===== src/rtl/mlp_relu_inference_macros.svh =====
// assertion macros used by the top-level rtl file
`ifndef MLP_RELU_INFERENCE_MACROS_SVH
`define MLP_RELU_INFERENCE_MACROS_SVH

// implication checked on every rising clock edge outside reset
`define MRI_ASSERT_IMPL(label, clk, rst_n, ante, cons) \
  label: assert property (@(posedge clk) disable iff (!rst_n) (ante) |-> (cons)) \
    else $error("assertion failed");

// implication checked in the cycle after the antecedent
`define MRI_ASSERT_NEXT(label, clk, rst_n, ante, cons) \
  label: assert property (@(posedge clk) disable iff (!rst_n) (ante) |=> (cons)) \
    else $error("assertion failed");

`endif


===== src/rtl/mri_pkg.sv =====
package mri_pkg;

  localparam int unsigned NumRegs = 6;

  // network dimensions fixed by the port widths
  localparam int unsigned MaxWidth  = 16;
  localparam int unsigned ValueBits = 16;

  localparam logic [1:0] FuncWeight = 2'd0;
  localparam logic [1:0] FuncBias   = 2'd1;
  localparam logic [1:0] FuncInput  = 2'd2;

  localparam logic [2:0] RegLayerCount = 3'd0;
  localparam logic [2:0] RegInputWidth = 3'd1;

  // control handed from the sequencer to the cell row
  typedef struct packed {
    logic load;   // capture new activations into the row
    logic shift;  // rotate the row by one cell
  } mri_row_ctrl_t;

endpackage


===== src/rtl/mri_cell.sv =====
module mri_cell
  import mri_pkg::*;
#(
  parameter int unsigned VALUE_BITS = 16
) (
  input  logic                         clk_i,
  input  logic                         rst_ni,
  input  mri_row_ctrl_t                ctrl_i,
  input  logic signed [VALUE_BITS-1:0] load_i,
  input  logic signed [VALUE_BITS-1:0] nbr_i,
  output logic signed [VALUE_BITS-1:0] data_o
);

  logic signed [VALUE_BITS-1:0] data_q, data_d;

  always_comb begin
    data_d = data_q;
    if (ctrl_i.load) begin
      data_d = load_i;
    end else if (ctrl_i.shift) begin
      data_d = nbr_i;
    end
  end

  always_ff @(posedge clk_i or negedge rst_ni) begin
    if (!rst_ni) begin
      data_q <= '0;
    end else begin
      data_q <= data_d;
    end
  end

  assign data_o = data_q;

endmodule


===== src/rtl/mri_row.sv =====
module mri_row
  import mri_pkg::*;
#(
  parameter int unsigned MAX_WIDTH  = 16,
  parameter int unsigned VALUE_BITS = 16
) (
  input  logic                                       clk_i,
  input  logic                                       rst_ni,
  input  mri_row_ctrl_t                              ctrl_i,
  input  logic signed [MAX_WIDTH-1:0][VALUE_BITS-1:0] load_i,
  output logic signed [VALUE_BITS-1:0]               head_o
);

  logic signed [MAX_WIDTH-1:0][VALUE_BITS-1:0] data;

  // ring of cells, cell 0 is the head read by the mac
  for (genvar g = 0; g < MAX_WIDTH; g++) begin : g_cell
    mri_cell #(.VALUE_BITS(VALUE_BITS)) u_cell (
      .clk_i (clk_i),
      .rst_ni(rst_ni),
      .ctrl_i(ctrl_i),
      .load_i(load_i[g]),
      .nbr_i (data[(g + 1) % MAX_WIDTH]),
      .data_o(data[g])
    );
  end

  assign head_o = data[0];

endmodule


===== config.mk =====
export PLATFORM = sky130hd
export DESIGN_NAME = mri_row
export DESIGN_NICKNAME = d
export VERILOG_FILES = /design/src/rtl/mlp_relu_inference_macros.svh /design/src/rtl/mri_pkg.sv /design/src/rtl/mri_cell.sv /design/src/rtl/mri_row.sv
export SDC_FILE = /design/constraint.sdc
export NUM_CORES = 1
export LEC_CHECK = 0
export ABC_CLOCK_PERIOD_IN_PS = 940
export BUFFER_PORTS_ARGS = -buffer_cell sky130_fd_sc_hd__buf_2
export CAP_MARGIN = 20
export CELL_PAD_IN_SITES_DETAIL_PLACEMENT = 1
export CELL_PAD_IN_SITES_GLOBAL_PLACEMENT = 2
export CORE_MARGIN = 2
export CORE_UTILIZATION = 34
export CTS_BUF_LIST = sky130_fd_sc_hd__clkbuf_8 sky130_fd_sc_hd__clkbuf_16
export CTS_CLUSTER_SIZE = 30
export DETAILED_ROUTE_END_ITERATION = 8
export GPL_ROUTABILITY_DRIVEN = 1
export GPL_TIMING_DRIVEN = 0
export PLACE_DENSITY = 0.82
export SYNTH_ARGS = -nofsm -noshare
export SYNTH_HDL_FRONTEND = slang
export SYNTH_SLANG_ARGS = --single-unit

===== constraint.sdc =====
create_clock -name clk_i -period 0.94 [get_ports clk_i]
set_input_delay 0.282 -clock clk_i [delete_from_list [all_inputs] [get_ports clk_i]]
set_output_delay 0.282 -clock clk_i [all_outputs]
set_load 0.005 [all_outputs]

==> run summary <==
The run finished, with violations left. The checks that failed: hold timing, setup timing. The sequential cells in the finished layout cover a total of 6410 um^2. The number of antenna violations at the first check in global routing is 0.

The detailed-route wire length per cell came out at 21.0 um. The layout has 3840 filler cells. For this block, the initial DRC count from the detailed router was 570. The count of antenna diodes in the layout is 0, and the number of pins with negative max-slew slack in the final report is 0. Synthesis inferred 256 register bits. The die covers 36800 um^2. The worst register-to-register path has a depth of 5. The floorplan step defined a core boundary enclosing 34600 um^2.

The cell seen most often among critical-path stages was sky130_fd_sc_hd__buf_6. Worst slack on hold paths: -318 ps. Share of synthesized cell area in full adder, half adder and majority cells: 0.

The register-to-register setup slack is -190 ps. Destination of the worst register-to-register timing path: g_cell[15].u_cell.data_o[13]$_DFFE_PN0P_. The run gives 540 ps as the clock latency of the later-clocked register in the worst-skew pair.

The first-pass GRT wire length is 67400 um, and the via count is 10599. The clock passes through at most 3 buffers. The xor/xnor share of the synthesized area was 0. Summed over all instances, the cell type with the most area after synthesis is sky130_fd_sc_hd__dfrtp_1.

Buffers inserted to repair hold after CTS numbered 237. For this run, the top clock speed supported by timing is 0.675 GHz. Setup violations remaining at the end of the flow were counted as 29. The mapped netlist covers 12000 um^2.

Fraction of the mapped netlist area in simple logic gates: 0.0800. The Yosys step of the flow raised 0 warnings. The post-route fraction of the period consumed by the critical path was 1.58. The count of max-cap constraint violations is 0. The tools report the overall overflow remaining after global route as 0. In this run the remaining antenna-violating nets after routing total 0.

Following the worst setup path forward leads to its endpoint at head_o[10]. Clock tree synthesis found a total of 256 sinks. For this block, the routed nets add up to 45000 um of wire.

The area fraction in compound gates after synthesis was 0.107. Buffers inserted during clock tree synthesis total 29. The final setup slack of the worst path was -541 ps; the worst IR drop on VDD was 1.36 mV. The logs give 660 ps for the data required time at the worst endpoint and 110 for the largest net degree at the start of global routing. Register area share after synthesis: 0.534.

Setup repair after global routing could not meet its margin everywhere. The tools report the final standard cell utilization of the core as 0.505. The number of nets handed over by synthesis was 1386. Number of instances in the synthesized netlist: 1126.

The clock arrives with 10.4 ps of skew. Among all stages on the critical path, the largest delay is contributed by sky130_fd_sc_hd__dfrtp_1. The top cell type's share of synthesized area was 0.534. Each instance of the synthesized netlist takes up on average 10.7 um^2. The worst register-to-register path begins at g_cell[0].u_cell.data_o[13]$_DFFE_PN0P_. The starting utilization of the core area is 0.347, and the clock transition time at the flip-flop clock pins of the worst setup and hold paths is 60 ps.

The congestion estimate from routability-driven global placement came to 0.812. From synthesis to final layout, the design area changed by 45.8%. The critical path goes through buf_6 > buf_6. CTS placed an instance of sky130_fd_sc_hd__clkbuf_16 at the clock tree root. The fraction of layout instances using a drive strength above 1 was 0.238; the distinct cell type count of the synthesized netlist was 11. For this run, design rule violations remaining after detail routing come to 0. Number of endpoints with negative hold slack in the final report: 64. The beginning of the critical path was g_cell[0].u_cell.data_o[10]$_DFFE_PN0P_. By area the synthesized netlist is led by sky130_fd_sc_hd__dfrtp_1, sky130_fd_sc_hd__mux2i_1, sky130_fd_sc_hd__o21ai_1. The run gives 0.571 as the remaining max-slew budget at the tightest pin. The floorplan step set the die height to 192 um. The net count of the finished layout is 1937. The signal arrival time at the worst endpoint is 1200 ps. The run gives 276 as the number of placed I/O pins. The largest fanout on the critical path is 2. TritonCTS built the clock tree. The number of core rows is 68, and the slew at the pin with the worst max-slew slack is 643 ps. STA classifies the critical path startpoint as a flop.

In this run the static leakage power is 8.60 nW. By area, the combinational part of the netlist is dominated by multiplexers. Port buffering added 273 buffers.

The largest single stage delay on the critical path is 420 ps. After routing, the total negative slack on setup checks comes to -8200 ps. The total power density per cell area was 1650 nW/um^2.

The width of the chip came out at 192 um. The total track usage is 0.240, and the number of global-route vias before repair is 12036. Total area of multi-input combinational cells: 4820 um^2.

The number of vias per cell was 4.93. The flip-flop count of the largest register, all copies and words added is 256, and the final HPWL from detailed placement is 29300 um. The type of the worst setup path was reg -> out. Kind of capture point of the worst setup path: an output port.

The first detailed-routing pass took 5 iterations. The mux cell area share after synthesis came out at 0.213. For the depth of the CTS H-tree, the log shows 1. In this run the worst hold path is classified as in -> async.

The worst path in the final design needs a cycle of 1480 ps, including I/O delays and setup.
through the flow:
step / hold slack (ps) / total power, mW / setup slack, ps / instances / instance area (um^2)
5_1_grt: -292 / 30.1 / -574 / 2149 / 17500
3_5_place_dp: 280 / 17.4 / -578 / 1856 / 14000
2_1_floorplan: -13.6 / 15.3 / -108 / 1126 / 12000
3_3_place_gp: 500 / 17.2 / -5140 / 1854 / 14000
4_1_cts: -300 / 28.9 / -567 / 2144 / 17400
6_report: -318 / 28.8 / -541 / 2149 / 17500
placed cells by master, fill, tap and decap left out, drive strengths merged:
cell	netlist	final
buf	54	337
clkbuf	48	84
clkinv	0	3
clkinvlp	0	1
dfrtp	256	256
dlygate4sd3	0	237
inv	0	8
mux2i	256	256
nand2	256	256
o21ai	256	256
repair_timing:
item,4_1_cts,5_1_grt
pin swaps,0,2
setup endpoints to repair,20,101
buffers inserted,16,8
endpoints found under the hold margin,301,64
gates resized for setup,15,58
where the power goes:
part           total, mW  leakage, nW  internal (mW)  switching, mW
Sequential          13.1         3.11           12.2          0.971
Clock               10.6        0.461           6.09           4.50
Combinational       5.11         5.02           2.68           2.43
Total               28.8         8.60           20.9           7.90
worst min-delay path by stage:
stage | to | slack [ps] | depth (start not counted)
floorplan | g_cell[0].u_cell.data_o[0]$_DFFE_PN0P_ | -10 | 0
global placement | g_cell[1].u_cell.data_o[15]$_DFFE_PN0P_ | 500 | 3
detailed placement | g_cell[14].u_cell.data_o[6]$_DFFE_PN0P_ | 280 | 1
CTS | g_cell[14].u_cell.data_o[6]$_DFFE_PN0P_ | -300 | 1
global route | g_cell[14].u_cell.data_o[6]$_DFFE_PN0P_ | -290 | 1
finish | g_cell[14].u_cell.data_o[6]$_DFFE_PN0P_ | -320 | 1
critical path: cells and delay by family, from the launching register on:
| family | cells | cell delay [ps] |
|---|---|---|
| buffers and inverters | 2 | 240 |
| flip-flops | 1 | 420 |
routing by layer:
metal  vias up  GRT usage  wire length (um)
met5         -          0                 0
met4         0     0.0849              1410
met3        89     0.0287              1880
met2       302      0.418             22400
met1      5244      0.307             19400
li1       4964          -                 -
synthesized netlist by cell type (all sizes together):
library cell,instances
mux2i,256
clkbuf,48
nand2,256
dfrtp,256
o21ai,256
buf,54
cell type report:
cell class,instances,share of cell area
clock buffers,36,0.0470
clock inverters,12,0.00329
repair buffers,533,0.232
well taps,455,0.0325
flip-flops and latches,256,0.366
multi-input cells,768,0.276
plain buffers,89,0.0433
cell families after synthesis:
logic type	count (synthesis)
compound gates	256
buf+inv	102
flops	256
mux	256
simple gates	256
No activity file was read; power rests on OpenSTA's default activity.
